### src/rtl/latex_math_tokenizer_top_assert.svh
// ----------------------------------------------------------------------------
// Assertion macros for the LaTeX math tokenizer
// Simulation-only concurrent checks; empty bodies for synthesis.
// ----------------------------------------------------------------------------
`ifndef LATEX_MATH_TOKENIZER_TOP_ASSERT_SVH
`define LATEX_MATH_TOKENIZER_TOP_ASSERT_SVH

`ifndef SYNTHESIS

// Consequent must hold in the same cycle as the antecedent.
`define LMT_ASSERT_SAME(name, clk, rst_n, ante, cons) \
    name: assert property (@(posedge clk) disable iff (!(rst_n)) (ante) |-> (cons)) \
        else $error("%m: assertion failed");

// Consequent must hold in the cycle after the antecedent.
`define LMT_ASSERT_NEXT(name, clk, rst_n, ante, cons) \
    name: assert property (@(posedge clk) disable iff (!(rst_n)) (ante) |=> (cons)) \
        else $error("%m: assertion failed");

`else

`define LMT_ASSERT_SAME(name, clk, rst_n, ante, cons)
`define LMT_ASSERT_NEXT(name, clk, rst_n, ante, cons)

`endif

`endif

### src/rtl/lmt_pkg.sv
// ----------------------------------------------------------------------------
// lmt_pkg
// Shared types, codes and character classes of the LaTeX math tokenizer.
// ----------------------------------------------------------------------------
`timescale 1ns / 1ps
`default_nettype none

package lmt_pkg;

    // Result field widths (fixed by the port list)
    localparam int KIND_W   = 5;
    localparam int LINE_W   = 16;
    localparam int COLUMN_W = 16;
    localparam int OFFSET_W = 32;
    localparam int LENGTH_W = 16;

    // Default counter widths
    localparam int DEF_LINE_BITS   = 16;
    localparam int DEF_COLUMN_BITS = 16;
    localparam int DEF_OFFSET_BITS = 32;
    localparam int DEF_LENGTH_BITS = 16;

    // Entries held between scanner and emitter
    localparam int QUEUE_DEPTH = 4;

    typedef logic [7:0]          t_byte;
    typedef logic [LINE_W-1:0]   t_line;
    typedef logic [COLUMN_W-1:0] t_column;
    typedef logic [OFFSET_W-1:0] t_offset;
    typedef logic [LENGTH_W-1:0] t_length;

    localparam t_byte CH_TAB     = 8'h09;
    localparam t_byte CH_NEWLINE = 8'h0A;
    localparam t_byte CH_SPACE   = 8'h20;
    localparam t_byte CH_PERCENT = 8'h25;
    localparam t_byte CH_DOT     = 8'h2E;
    localparam t_byte CH_LESS    = 8'h3C;
    localparam t_byte CH_EQUAL   = 8'h3D;
    localparam t_byte CH_GREATER = 8'h3E;
    localparam t_byte CH_BSLASH  = 8'h5C;

    typedef enum logic [KIND_W-1:0] {
        KIND_NUMBER     = 5'd0,
        KIND_IDENT      = 5'd1,
        KIND_COMMAND    = 5'd2,
        KIND_LBRACE     = 5'd3,
        KIND_RBRACE     = 5'd4,
        KIND_LPAREN     = 5'd5,
        KIND_RPAREN     = 5'd6,
        KIND_LBRACKET   = 5'd7,
        KIND_RBRACKET   = 5'd8,
        KIND_PLUS       = 5'd9,
        KIND_MINUS      = 5'd10,
        KIND_STAR       = 5'd11,
        KIND_SLASH      = 5'd12,
        KIND_CARET      = 5'd13,
        KIND_UNDERSCORE = 5'd14,
        KIND_AMP        = 5'd15,
        KIND_DOLLAR     = 5'd16,
        KIND_PUNCT      = 5'd17,
        KIND_SPACING    = 5'd18,
        KIND_EQUAL      = 5'd19,
        KIND_BANG       = 5'd20,
        KIND_LESS       = 5'd21,
        KIND_LESS_EQ    = 5'd22,
        KIND_GREATER    = 5'd23,
        KIND_GREATER_EQ = 5'd24,
        KIND_INVALID    = 5'd25,
        KIND_EOF        = 5'd26
    } t_kind;

    typedef enum logic [3:0] {
        MODE_IDLE      = 4'd0,
        MODE_INT       = 4'd1,
        MODE_FRAC      = 4'd2,
        MODE_IDENT     = 4'd3,
        MODE_CMD_START = 4'd4,
        MODE_CMD_WORD  = 4'd5,
        MODE_LESS      = 4'd6,
        MODE_GREATER   = 4'd7,
        MODE_COMMENT   = 4'd8
    } t_mode;

    typedef struct packed {
        t_kind   kind;
        t_line   line;
        t_column column;
        t_offset offset;
        t_length length;
    } t_token;

    // One accepted item: an optional flushed or completed token, then an optional second one
    typedef struct packed {
        logic   a_valid;
        t_token a;
        logic   b_valid;
        t_token b;
    } t_entry;

    function automatic logic is_digit(input t_byte b);
        return (b >= 8'h30) && (b <= 8'h39);
    endfunction

    function automatic logic is_letter(input t_byte b);
        return ((b >= 8'h61) && (b <= 8'h7A)) || ((b >= 8'h41) && (b <= 8'h5A));
    endfunction

    function automatic logic is_space(input t_byte b);
        return (b == CH_SPACE) || (b == CH_TAB) || (b == CH_NEWLINE);
    endfunction

    // Single-character kinds; anything else is invalid
    function automatic t_kind single_kind(input t_byte b);
        t_kind k;
        unique case (b)
            8'h7B:                             k = KIND_LBRACE;
            8'h7D:                             k = KIND_RBRACE;
            8'h28:                             k = KIND_LPAREN;
            8'h29:                             k = KIND_RPAREN;
            8'h5B:                             k = KIND_LBRACKET;
            8'h5D:                             k = KIND_RBRACKET;
            8'h2B:                             k = KIND_PLUS;
            8'h2D:                             k = KIND_MINUS;
            8'h2A:                             k = KIND_STAR;
            8'h2F:                             k = KIND_SLASH;
            8'h5E:                             k = KIND_CARET;
            8'h5F:                             k = KIND_UNDERSCORE;
            8'h26:                             k = KIND_AMP;
            8'h24:                             k = KIND_DOLLAR;
            8'h27, 8'h2E, 8'h3A, 8'h3B, 8'h3F: k = KIND_PUNCT;
            8'h2C:                             k = KIND_SPACING;
            8'h3D:                             k = KIND_EQUAL;
            8'h21:                             k = KIND_BANG;
            default:                           k = KIND_INVALID;
        endcase
        return k;
    endfunction

endpackage

`default_nettype wire

### src/rtl/latex_math_tokenizer_top.sv
// ----------------------------------------------------------------------------
// latex_math_tokenizer_top: streaming tokenizer for LaTeX math source
// Path: an item's entry is written to the queue, then its tokens are loaded
// into the output register. Throughput: one byte per cycle in while the queue
// has room; one token per cycle out unless stalled, two-token items in turn.
// Reset: synchronous, active low; idle mode, line 1, column 1, offset 0.
// ----------------------------------------------------------------------------
`timescale 1ns / 1ps
`default_nettype none

module latex_math_tokenizer_top #(
    parameter int LINE_BITS   = lmt_pkg::DEF_LINE_BITS,
    parameter int COLUMN_BITS = lmt_pkg::DEF_COLUMN_BITS,
    parameter int OFFSET_BITS = lmt_pkg::DEF_OFFSET_BITS,
    parameter int LENGTH_BITS = lmt_pkg::DEF_LENGTH_BITS
) (
    input  wire logic                      i_clk,
    input  wire logic                      i_rst_n,
    // Input channel
    input  wire logic                      i_in_valid,
    output logic                           o_in_stall,
    input  wire logic                      i_opcode,
    input  wire logic [7:0]                i_source_byte,
    // Result channel
    output logic                           o_out_valid,
    input  wire logic                      i_out_stall,
    output logic [lmt_pkg::KIND_W-1:0]     o_token_kind,
    output logic [lmt_pkg::LINE_W-1:0]     o_token_line,
    output logic [lmt_pkg::COLUMN_W-1:0]   o_token_column,
    output logic [lmt_pkg::OFFSET_W-1:0]   o_start_offset,
    output logic [lmt_pkg::LENGTH_W-1:0]   o_token_length,
    output logic                           o_last_of_run
);

    // Front end: the scanner takes a byte whenever the queue has room, and
    // writes one entry (one or two tokens) per item that yields anything.
    // Back end: the emitter pops entries, one token per cycle unless stalled.
    logic             w_accept;
    logic             w_push, w_pop, w_full, w_empty;
    lmt_pkg::t_entry  w_entry, w_head;
    lmt_pkg::t_token  w_token;

    // Hold the input while the queue is full
    assign o_in_stall = w_full;
    assign w_accept   = i_in_valid && !w_full;

    lmt_scan #(
        .LINE_BITS   (LINE_BITS),
        .COLUMN_BITS (COLUMN_BITS),
        .OFFSET_BITS (OFFSET_BITS),
        .LENGTH_BITS (LENGTH_BITS)
    ) u_scan (
        .i_clk         (i_clk),
        .i_rst_n       (i_rst_n),
        .i_accept      (w_accept),
        .i_opcode      (i_opcode),
        .i_source_byte (i_source_byte),
        .o_push        (w_push),
        .o_entry       (w_entry)
    );

    // Decouple scanner and emitter so that a two-token burst on the output
    // does not stop the byte stream.
    lmt_queue u_queue (
        .i_clk   (i_clk),
        .i_rst_n (i_rst_n),
        .i_push  (w_push),
        .i_entry (w_entry),
        .i_pop   (w_pop),
        .o_head  (w_head),
        .o_full  (w_full),
        .o_empty (w_empty)
    );

    lmt_emit u_emit (
        .i_clk       (i_clk),
        .i_rst_n     (i_rst_n),
        .i_head      (w_head),
        .i_empty     (w_empty),
        .o_pop       (w_pop),
        .i_out_stall (i_out_stall),
        .o_out_valid (o_out_valid),
        .o_token     (w_token),
        .o_last      (o_last_of_run)
    );

    // Break the output token into its fields
    assign o_token_kind   = w_token.kind;
    assign o_token_line   = w_token.line;
    assign o_token_column = w_token.column;
    assign o_start_offset = w_token.offset;
    assign o_token_length = w_token.length;

endmodule

`default_nettype wire

### src/rtl/lmt_scan.sv
// ----------------------------------------------------------------------------
// lmt_scan
// Front end: scanner state, position counters and token formation.
// ----------------------------------------------------------------------------
`timescale 1ns / 1ps
`default_nettype none
`include "latex_math_tokenizer_top_assert.svh"

module lmt_scan #(
    parameter int LINE_BITS   = lmt_pkg::DEF_LINE_BITS,
    parameter int COLUMN_BITS = lmt_pkg::DEF_COLUMN_BITS,
    parameter int OFFSET_BITS = lmt_pkg::DEF_OFFSET_BITS,
    parameter int LENGTH_BITS = lmt_pkg::DEF_LENGTH_BITS
) (
    input  wire logic            i_clk,
    input  wire logic            i_rst_n,
    input  wire logic            i_accept,
    input  wire logic            i_opcode,
    input  wire lmt_pkg::t_byte  i_source_byte,
    output logic                 o_push,
    output lmt_pkg::t_entry      o_entry
);

    lmt_pkg::t_mode           r_mode, n_mode;
    logic [LINE_BITS-1:0]     r_line, n_line, r_pline, n_pline;
    logic [COLUMN_BITS-1:0]   r_col, n_col, r_pcol, n_pcol;
    logic [OFFSET_BITS-1:0]   r_off, n_off, r_poff, n_poff;
    logic [LENGTH_BITS-1:0]   r_plen, n_plen;

    logic                     w_digit, w_letter, w_newline, w_pending;
    logic                     w_extend, w_complete, w_flush, w_single, w_begin;
    lmt_pkg::t_mode           w_start_mode;
    logic [LINE_BITS-1:0]     w_line_inc;
    logic [COLUMN_BITS-1:0]   w_col_inc;
    logic [OFFSET_BITS-1:0]   w_off_inc;
    logic [LENGTH_BITS-1:0]   w_len_inc;

    // Saturating increments
    assign w_line_inc = (r_line == '1) ? r_line : r_line + LINE_BITS'(1);
    assign w_col_inc  = (r_col == '1)  ? r_col  : r_col + COLUMN_BITS'(1);
    assign w_off_inc  = (r_off == '1)  ? r_off  : r_off + OFFSET_BITS'(1);
    assign w_len_inc  = (r_plen == '1) ? r_plen : r_plen + LENGTH_BITS'(1);

    // Classify the byte against the current mode
    always_comb begin
        w_digit   = lmt_pkg::is_digit(i_source_byte);
        w_letter  = lmt_pkg::is_letter(i_source_byte);
        w_newline = (i_source_byte == lmt_pkg::CH_NEWLINE);
        w_pending = (r_mode != lmt_pkg::MODE_IDLE) && (r_mode != lmt_pkg::MODE_COMMENT);

        unique case (r_mode)
            lmt_pkg::MODE_INT:
                w_extend = w_digit || (i_source_byte == lmt_pkg::CH_DOT);
            lmt_pkg::MODE_FRAC:
                w_extend = w_digit;
            lmt_pkg::MODE_IDENT, lmt_pkg::MODE_CMD_WORD:
                w_extend = w_letter;
            lmt_pkg::MODE_CMD_START:
                w_extend = 1'b1;
            lmt_pkg::MODE_LESS, lmt_pkg::MODE_GREATER:
                w_extend = (i_source_byte == lmt_pkg::CH_EQUAL);
            default:
                w_extend = 1'b0;
        endcase

        w_complete = !i_opcode && w_extend &&
                     ((r_mode == lmt_pkg::MODE_CMD_START && !w_letter) ||
                      r_mode == lmt_pkg::MODE_LESS || r_mode == lmt_pkg::MODE_GREATER);
        w_flush    = w_pending && (i_opcode || !w_extend);

        // What the byte starts when it is scanned from idle
        w_begin = 1'b1;
        priority if (w_digit) begin
            w_start_mode = lmt_pkg::MODE_INT;
        end else if (w_letter) begin
            w_start_mode = lmt_pkg::MODE_IDENT;
        end else if (lmt_pkg::is_space(i_source_byte)) begin
            w_start_mode = lmt_pkg::MODE_IDLE;
            w_begin      = 1'b0;
        end else if (i_source_byte == lmt_pkg::CH_BSLASH) begin
            w_start_mode = lmt_pkg::MODE_CMD_START;
        end else if (i_source_byte == lmt_pkg::CH_LESS) begin
            w_start_mode = lmt_pkg::MODE_LESS;
        end else if (i_source_byte == lmt_pkg::CH_GREATER) begin
            w_start_mode = lmt_pkg::MODE_GREATER;
        end else if (i_source_byte == lmt_pkg::CH_PERCENT) begin
            w_start_mode = lmt_pkg::MODE_COMMENT;
            w_begin      = 1'b0;
        end else begin
            w_start_mode = lmt_pkg::MODE_IDLE;
        end

        w_single = !i_opcode && (r_mode != lmt_pkg::MODE_COMMENT) && !w_extend &&
                   w_begin && (w_start_mode == lmt_pkg::MODE_IDLE);
    end

    // Next state
    always_comb begin
        n_mode  = r_mode;
        n_line  = r_line;
        n_col   = r_col;
        n_off   = r_off;
        n_pline = r_pline;
        n_pcol  = r_pcol;
        n_poff  = r_poff;
        n_plen  = r_plen;
        if (i_accept) begin
            if (i_opcode) begin
                n_mode  = lmt_pkg::MODE_IDLE;
                n_line  = LINE_BITS'(1);
                n_col   = COLUMN_BITS'(1);
                n_off   = '0;
                n_pline = '0;
                n_pcol  = '0;
                n_poff  = '0;
                n_plen  = '0;
            end else begin
                n_off  = w_off_inc;
                n_line = w_newline ? w_line_inc : r_line;
                n_col  = w_newline ? COLUMN_BITS'(1) : w_col_inc;
                if (r_mode == lmt_pkg::MODE_COMMENT) begin
                    if (w_newline) begin
                        n_mode = lmt_pkg::MODE_IDLE;
                    end
                end else if (w_extend) begin
                    n_plen = w_len_inc;
                    priority if (r_mode == lmt_pkg::MODE_INT &&
                                 i_source_byte == lmt_pkg::CH_DOT) begin
                        n_mode = lmt_pkg::MODE_FRAC;
                    end else if (r_mode == lmt_pkg::MODE_CMD_START && w_letter) begin
                        n_mode = lmt_pkg::MODE_CMD_WORD;
                    end else if (w_complete) begin
                        n_mode = lmt_pkg::MODE_IDLE;
                    end else begin
                        n_mode = r_mode;
                    end
                end else begin
                    n_mode = w_start_mode;
                    if (w_begin) begin
                        n_pline = r_line;
                        n_pcol  = r_col;
                        n_poff  = r_off;
                        n_plen  = LENGTH_BITS'(1);
                    end
                end
            end
        end
    end

    // Outputs: the flushed or completed token, then the token this item makes
    always_comb begin
        o_entry.a_valid   = w_flush || w_complete;
        o_entry.a.line    = lmt_pkg::t_line'(r_pline);
        o_entry.a.column  = lmt_pkg::t_column'(r_pcol);
        o_entry.a.offset  = lmt_pkg::t_offset'(r_poff);
        o_entry.a.length  = w_complete ? lmt_pkg::t_length'(w_len_inc)
                                       : lmt_pkg::t_length'(r_plen);
        unique case (r_mode)
            lmt_pkg::MODE_INT, lmt_pkg::MODE_FRAC:
                o_entry.a.kind = lmt_pkg::KIND_NUMBER;
            lmt_pkg::MODE_IDENT:
                o_entry.a.kind = lmt_pkg::KIND_IDENT;
            lmt_pkg::MODE_CMD_START, lmt_pkg::MODE_CMD_WORD:
                o_entry.a.kind = lmt_pkg::KIND_COMMAND;
            lmt_pkg::MODE_LESS:
                o_entry.a.kind = w_complete ? lmt_pkg::KIND_LESS_EQ : lmt_pkg::KIND_LESS;
            lmt_pkg::MODE_GREATER:
                o_entry.a.kind = w_complete ? lmt_pkg::KIND_GREATER_EQ
                                            : lmt_pkg::KIND_GREATER;
            default:
                o_entry.a.kind = lmt_pkg::KIND_INVALID;
        endcase

        o_entry.b_valid   = i_opcode || w_single;
        o_entry.b.kind    = i_opcode ? lmt_pkg::KIND_EOF
                                     : lmt_pkg::single_kind(i_source_byte);
        o_entry.b.line    = lmt_pkg::t_line'(r_line);
        o_entry.b.column  = lmt_pkg::t_column'(r_col);
        o_entry.b.offset  = lmt_pkg::t_offset'(r_off);
        o_entry.b.length  = i_opcode ? '0 : lmt_pkg::t_length'(1);

        o_push = i_accept && (o_entry.a_valid || o_entry.b_valid);
    end

    always_ff @(posedge i_clk) begin
        if (!i_rst_n) begin
            r_mode  <= lmt_pkg::MODE_IDLE;
            r_line  <= LINE_BITS'(1);
            r_col   <= COLUMN_BITS'(1);
            r_off   <= '0;
            r_pline <= '0;
            r_pcol  <= '0;
            r_poff  <= '0;
            r_plen  <= '0;
        end else begin
            r_mode  <= n_mode;
            r_line  <= n_line;
            r_col   <= n_col;
            r_off   <= n_off;
            r_pline <= n_pline;
            r_pcol  <= n_pcol;
            r_poff  <= n_poff;
            r_plen  <= n_plen;
        end
    end

    // End marker returns the scanner to its reset position
    `LMT_ASSERT_NEXT(a_end_resets, i_clk, i_rst_n, i_accept && i_opcode, r_mode == lmt_pkg::MODE_IDLE && r_off == '0)

endmodule

`default_nettype wire

### src/rtl/lmt_queue.sv
// ----------------------------------------------------------------------------
// lmt_queue
// Short entry queue between scanner and emitter.
// ----------------------------------------------------------------------------
`timescale 1ns / 1ps
`default_nettype none
`include "latex_math_tokenizer_top_assert.svh"

module lmt_queue (
    input  wire logic             i_clk,
    input  wire logic             i_rst_n,
    input  wire logic             i_push,
    input  wire lmt_pkg::t_entry  i_entry,
    input  wire logic             i_pop,
    output lmt_pkg::t_entry       o_head,
    output logic                  o_full,
    output logic                  o_empty
);

    localparam int DEPTH = lmt_pkg::QUEUE_DEPTH;
    localparam int PTR_W = (DEPTH > 1) ? $clog2(DEPTH) : 1;
    localparam int CNT_W = $clog2(DEPTH + 1);

    lmt_pkg::t_entry   r_mem [DEPTH];
    logic [PTR_W-1:0]  r_wr, n_wr, r_rd, n_rd;
    logic [CNT_W-1:0]  r_count, n_count;

    always_comb begin
        n_wr    = r_wr;
        n_rd    = r_rd;
        n_count = r_count;
        if (i_push) begin
            n_wr = (r_wr == PTR_W'(DEPTH - 1)) ? '0 : r_wr + PTR_W'(1);
        end
        if (i_pop) begin
            n_rd = (r_rd == PTR_W'(DEPTH - 1)) ? '0 : r_rd + PTR_W'(1);
        end
        if (i_push && !i_pop) begin
            n_count = r_count + CNT_W'(1);
        end else if (i_pop && !i_push) begin
            n_count = r_count - CNT_W'(1);
        end
    end

    assign o_head  = r_mem[r_rd];
    assign o_full  = (r_count == CNT_W'(DEPTH));
    assign o_empty = (r_count == '0);

    always_ff @(posedge i_clk) begin
        if (!i_rst_n) begin
            r_wr    <= '0;
            r_rd    <= '0;
            r_count <= '0;
        end else begin
            r_wr    <= n_wr;
            r_rd    <= n_rd;
            r_count <= n_count;
        end
    end

    always_ff @(posedge i_clk) begin
        if (i_push) begin
            r_mem[r_wr] <= i_entry;
        end
    end

    `LMT_ASSERT_SAME(a_no_push_full, i_clk, i_rst_n, i_push, !o_full)
    `LMT_ASSERT_SAME(a_no_pop_empty, i_clk, i_rst_n, i_pop, !o_empty)
    `LMT_ASSERT_NEXT(a_count_up, i_clk, i_rst_n, i_push && !i_pop, r_count == $past(r_count) + CNT_W'(1))

endmodule

`default_nettype wire

### src/rtl/lmt_emit.sv
// ----------------------------------------------------------------------------
// lmt_emit
// Back end: splits queue entries into tokens behind an output register.
// ----------------------------------------------------------------------------
`timescale 1ns / 1ps
`default_nettype none
`include "latex_math_tokenizer_top_assert.svh"

module lmt_emit (
    input  wire logic             i_clk,
    input  wire logic             i_rst_n,
    input  wire lmt_pkg::t_entry  i_head,
    input  wire logic             i_empty,
    output logic                  o_pop,
    input  wire logic             i_out_stall,
    output logic                  o_out_valid,
    output lmt_pkg::t_token       o_token,
    output logic                  o_last
);

    logic             r_valid, n_valid;
    logic             r_last, n_last;
    logic             r_second_valid, n_second_valid;
    lmt_pkg::t_token  r_tok, n_tok;
    lmt_pkg::t_token  r_second, n_second;
    logic             w_load;

    // Output slot free or being taken this cycle
    assign w_load = !r_valid || !i_out_stall;
    assign o_pop  = w_load && !r_second_valid && !i_empty;

    always_comb begin
        n_valid        = r_valid;
        n_tok          = r_tok;
        n_last         = r_last;
        n_second_valid = r_second_valid;
        n_second       = r_second;
        if (w_load) begin
            priority if (r_second_valid) begin
                n_valid        = 1'b1;
                n_tok          = r_second;
                n_last         = 1'b1;
                n_second_valid = 1'b0;
            end else if (!i_empty) begin
                n_valid = 1'b1;
                if (i_head.a_valid) begin
                    n_tok          = i_head.a;
                    n_last         = !i_head.b_valid;
                    n_second_valid = i_head.b_valid;
                    n_second       = i_head.b;
                end else begin
                    n_tok  = i_head.b;
                    n_last = 1'b1;
                end
            end else begin
                n_valid = 1'b0;
            end
        end
    end

    always_ff @(posedge i_clk) begin
        if (!i_rst_n) begin
            r_valid        <= 1'b0;
            r_second_valid <= 1'b0;
        end else begin
            r_valid        <= n_valid;
            r_second_valid <= n_second_valid;
        end
    end

    always_ff @(posedge i_clk) begin
        r_tok    <= n_tok;
        r_last   <= n_last;
        r_second <= n_second;
    end

    assign o_out_valid = r_valid;
    assign o_token     = r_tok;
    assign o_last      = r_last;

    // A held second token always sits behind a first one of the same item
    `LMT_ASSERT_SAME(a_second_behind, i_clk, i_rst_n, r_second_valid, r_valid && !r_last)
    `LMT_ASSERT_NEXT(a_pop_loads, i_clk, i_rst_n, o_pop, r_valid)

endmodule

`default_nettype wire

### config.mk
export PLATFORM = sky130hd
export DESIGN_NAME = latex_math_tokenizer_top
export DESIGN_NICKNAME = d
export VERILOG_FILES = /design/src/rtl/lmt_pkg.sv /design/src/rtl/latex_math_tokenizer_top.sv /design/src/rtl/lmt_scan.sv /design/src/rtl/lmt_queue.sv /design/src/rtl/lmt_emit.sv
export VERILOG_INCLUDE_DIRS = /design/src /design/src/rtl
export SDC_FILE = /design/constraint.sdc
export NUM_CORES = 1
export LEC_CHECK = 0
export BUFFER_PORTS_ARGS = -buffer_cell sky130_fd_sc_hd__clkbuf_2
export CORE_ASPECT_RATIO = 1.75
export CORE_MARGIN = 2
export CORE_UTILIZATION = 55
export CTS_CLUSTER_DIAMETER = 150
export DETAILED_ROUTE_END_ITERATION = 6
export PLACE_DENSITY = 0.72
export SLEW_MARGIN = 20
export SYNTH_ARGS = -nofsm -noshare
export SYNTH_HDL_FRONTEND = slang
export SYNTH_SLANG_ARGS = --single-unit
### constraint.sdc
create_clock -name i_clk -period 18.7 [get_ports i_clk]
set_clock_uncertainty 0.2 [all_clocks]
set_input_delay 0.935 -clock i_clk [delete_from_list [all_inputs] [get_ports i_clk]]
set_output_delay 0.935 -clock i_clk [all_outputs]
set_load 0.005 [all_outputs]
# ---- Word level (Yosys, flattened, before mapping)
# Memories as Yosys holds them, arrays and structs flattened. A register that Yosys moved wholly into a read port is not among the register bits.
# Index checks and enable logic that the tools add are counted.
dict set report op_classes {
  addsub 8
  magnitude_cmp 6
  n_eq_ne 53
  mux 72
  bitwise_logic 2
  n_reduce_logical 62
}
# op n
set op_table {}
lappend op_table {{$mux W16} 20}
lappend op_table {{$mux W85} 3}
lappend op_table {{$mux W32} 6}
lappend op_table {{$eq A8 B6 Y1 const B} 20}
lappend op_table {{$pmux W5 S18} 1}
lappend op_table {{$mux W4} 15}
lappend op_table {{$eq A8 B7 Y1 const B} 7}
lappend op_table {{$add A16 B1 Y16 const B} 3}
lappend op_table {{$eq A16 B16 Y1 const B} 3}
lappend op_table {{$add A32 B1 Y32 const B} 1}
lappend op_table {{$eq A32 B32 Y1 const B} 1}
lappend op_table {{$pmux W5 S5} 1}
lappend op_table {{$logic_and A1 B1 Y1} 20}
lappend op_table {{$mux W1} 17}
lappend op_table {{$eq A4 B3 Y1 const B} 4}
lappend op_table {{$eq A8 B4 Y1 const B} 2}
lappend op_table {{$ge A8 B7 Y1 const B} 2}
lappend op_table {{$le A8 B7 Y1 const B} 2}
lappend op_table {{$logic_not A1 Y1} 11}
lappend op_table {{$logic_or A1 B1 Y1} 11}
lappend op_table {{$mux W2} 5}
lappend op_table {{$ne A2 B2 Y1 const B} 5}
lappend op_table {{$reduce_and A3 Y1} 3}
lappend op_table {{$eq A4 B2 Y1 const B} 2}
lappend op_table {{other kinds (25)} 38}
dict set report totals {
  regBits 328
  ramBits 628
  in_bits 13
  out_inout_bits 88
  elab_cells 228
  mem_count 1
}
# name words width rd rd_ports_with_merged_regs wr line_no
set mem_list {}
lappend mem_list {u_queue.r_mem 4 157 1 1 1 lmt_queue.sv:24} ;# lmt_pkg::t_entry r_mem [DEPTH];

# ---- Logic depth before layout (Yosys ltp)
dict set report depth {
  word_depth 17
  depth_mapped 15
  depth_no_buf 12
}

# ---- Modules after synthesis
# Synthesis repeated with hierarchy kept, for this count alone.
dict set report unflattened {
  hier_cells 2419
  area_unflattened_um2 40121.0
}
# mod instances cells_each area_each_um2 seq_area_each_um2
set by_module_without_submodules {}
lappend by_module_without_submodules {lmt_queue 1 942 25240.5 20840.0}
lappend by_module_without_submodules {lmt_scan 1 1010 7826.3 2962.8}
lappend by_module_without_submodules {lmt_emit 1 466 7040.5 5175.0}
lappend by_module_without_submodules {latex_math_tokenizer_top 1 1 13.8 0.0}

# ---- Worst setup path after synthesis
# OpenSTA, ideal clock, no wires.
dict set report synth_timing {
  kind {input to register}
  from {in i_source_byte[0]}
  to {mem u_queue.r_mem[0][0] in the netlist's numbering (enable)}
  setup_time_ps 536
  t_arrival_ps 6344
  required_time_ps 17964
  setup_slack_ps 11620
  path_stages 9
  path_cell_list {buf_6 or4_4 o22ai_1 a21oi_1 nand2b_1 o31ai_1 o21a_1 buf_2 and2_1}
}
# element line_no
set synth_lines {}
lappend synth_lines {{start, declared} latex_math_tokenizer_top.sv:23} ;# input wire logic [7:0] i_source_byte,
lappend synth_lines {{end, declared} lmt_queue.sv:24}

==> reports/results.ini <==
[logic_synthesis]
synth-seq-cells = 943
synthTopCellsByCount = 784 x edfxtp_1, 203 x nand2_1, 162 x o21ai_0
ys_warn_count = 0
synth_edf_count = 784
synth.distinct_cells = 79
synthDominantCellAreaShare = 0.638
synth_most_common_cell = edfxtp_1
syn_inst = 2259
syn_area_um2 = 36900
ys_seq_area_frac = 0.724
async_flop_share = 0
synthFlopType = edfxtp_1
synth_nets = 2283
postSynthAreaPerCell_um2 = 16.3
synth_top_cell_by_area = edfxtp_1
synthTopCellsByArea = edfxtp_1 64%, mux4_2 9.6%, dfxtp_1 8.6%

[hold_path]
hold_path.class = flip-flop to flip-flop
hp-start = u_scan.r_poff[8]

[finish]
syn_to_final_growth_pct = 10.8
nets = 2352
antenna_cells = 0
instances_no_fill = 3281
drive_gt1_frac = 0.189

[detailed_routing]
wl_met2_mm = 41.9
drc = 0
viasPerCell = 6.00
wl_per_cell_um = 23.5
routed.top_layer = met4
routed-wl-met3_mm = 3.35
wl_met1_mm = 29.4
drt_iter0_drc = 1472
wirelength_mm = 77.2
vias = 19700
ant_nets = 0
drt_first_pass_iters = 7

[power]
internal-power_mw = 4.18
irDropWorstVdd_mv = 0.0903
switchingPower_mw = 1.60
p_comb_frac = 0.220
seqPwrFrac = 0.486
cellPowerDensity_nw_per_um2 = 141
power_leakage_nw = 13.2
clock_power_share = 0.294
swShare = 0.276

[timing]
worstMarginPinSlew_ns = 1.11
fin_tns_setup_ns = 0
final.period_utilization = 0.312
rsz0062_at_grt = false
fin_crit_ns = 5.84
setup_viol = 0
fmax_ghz = 0.171
maxSlewHeadroom = 0.263
fin_ws_ns = 12.86
final_hold_viol_count = 0
drv_slew = 0

[run_status]
status = finished, final reports clean

[grt]
grt_pass1_wl_mm = 119
grt_pass1_vias = 20500
grt_antenna_before_repair = 0
grt.overflow.total = 0
grtUsageTotal = 0.228
grt_max_degree = 99

[floorplanning]
die_h_um = 347
die_x_um = 200
io_pins = 101
row_count = 125
core_um2 = 66300
initial_core_util = 0.556
die-area_um2 = 69300

[worst_setup_path]
crit_path_end_kind = flip-flop
crit_cells = 10
crit_chain = clkbuf_2, or4_4, o22ai_1, a21oi_1, nand2b_1, o31ai_1, o21a_1, and2_4, buf_4, buf_4
critPathMostFrequentCell = buf_4
worst-path-buf-inv = 3
worstReg2RegStart = u_scan.r_mode[0]
crit_arrival_ns = 5.87
crit_path_end = u_queue.r_mem[1][46]
slowest_delay_ns = 0.93
crit_fanout = 65
cp-startpoint = i_source_byte[1]
start_kind = input pin
crit_slowest_cell = buf_4
rr_worst_depth = 9
critPathKind = input pin to flip-flop
crit_required_ns = 18.72
cpLargestDelayFamily = buffers and inverters
r2r_slack_ns = 13.29
r2r-end = u_queue.r_mem[1][46]

[placed_design]
gp_congestion = 0.841
place_inst = 3138
hpwl_mm = 44.2
dp_slack_ns = 12.20
portBuffers = 100

[clocking]
cts_root_buf = clkbuf_16
clock-sinks = 943
ctsResizeCount = 0
numCtsBuffers = 77
insertion_delay_ns = 0.62
cts_max_level = 3
hold_buffers = 0
cts_tree = yes
cts_buffer_depth = 3
clkTransAtPathRegs_ns = 0.07
cts_setup_buffers = 0

[job]
cap_violations = 0

## placed cells by master, fill, tap and decap left out, drive strengths merged, types with 14 or more instances in the layout
cell type	instances
nor2	90
xnor2	17
nand4	23
clkbuf	197
a31oi	14
nand3	110
a21oi	36
mux2i	76
inv	21
o21ai	162
clkinv	24
xor2	49
buf	30
mux4	157
nor3	19
edfxtp	784
nor2b	29
nand2	203
and3	15
dfxtp	159
## worst register-to-register path, cell delays in order, from the launching register on
cell,delay [ns]
dfxtp_1,0.59
nor4b_1,0.17
a31oi_1,0.24
and3_1,0.30
nand2b_1,0.08
o31ai_1,0.54
o21a_1,0.43
and2_4,0.63
buf_4,0.83
buf_4,0.98
## sequential cells by signal, summed over array words and instances (netlist names), 3 cells and up, named ones only
signal and count:
u_scan.r_line 16, u_emit.r_second 70, u_scan.r_mode 4, u_scan.r_col 16, u_scan.r_poff 32, u_scan.r_pline 16, u_scan.r_plen 16, u_queue.r_count 3
u_scan.r_pcol 16, u_emit.o_token 85, u_scan.r_off 32, u_queue.r_mem 628
## final cells by class
type                    count  area, um^2
well taps                 889        1110
clock buffers              98        2120
flip-flops and latches    943       26700
inverters                  15        56.3
repair buffers            129         721
clock inverters            45         563
fillers                  4812       25400
multi-input cells        1162        9580
## per-layer routing
layer	track usage	vias to the layer above
met3	0.0292	149
met4	0.0865	0
met5	0	-
li1	-	8882
met2	0.415	522
met1	0.274	10100
## stage by stage
step                area [um^2]  utilization  total power, mW  hold slack [ns]
finish                    40900        0.617             5.78            0.294
global route              40900        0.617             6.03            0.312
CTS                       40900        0.617             5.84            0.299
detailed placement        38200        0.576             4.15            0.284
global placement          38200        0.576             4.12            0.269
floorplan                 36900            -             3.70            0.260
## how the worst min path moves through the flow
stage | slack [ns] | cells after the start | end
2_1_floorplan | 0.26 | 0 | u_queue.r_mem[0][100]
5_1_grt | 0.31 | 0 | u_queue.r_mem[3][125]
3_3_place_gp | 0.27 | 0 | u_queue.r_mem[3][102]
6_report | 0.29 | 0 | u_queue.r_mem[3][95]
3_5_place_dp | 0.28 | 0 | u_queue.r_mem[2][135]
4_1_cts | 0.30 | 2 | u_scan.r_poff[20]
## kinds of logic (layout without fill, tap and decap cells)
logic type / count (synthesis) / in the layout / share of synthesized area
flip-flops: 943 / 943 / 0.724
adder cells (fa/ha/maj): 11 / 11 / 0.00393
XOR/XNOR: 66 / 66 / 0.0157
multiplexers: 234 / 234 / 0.117
buffers and inverters: 154 / 287 / 0.0174
AND/OR/NAND/NOR: 571 / 571 / 0.0769
AO/OA/AOI/OAI: 280 / 280 / 0.0450
## power by group through the flow
stage | clock network, mW | registers [mW] | logic (mW)
after global placement | 0 | 2.84 | 1.28
after detailed placement | 0 | 2.86 | 1.29
final | 1.70 | 2.81 | 1.27
after CTS | 1.72 | 2.81 | 1.30
after floorplan | 0 | 2.84 | 0.864
after global routing | 1.80 | 2.84 | 1.39
No activity file was read; power rests on OpenSTA's default activity.
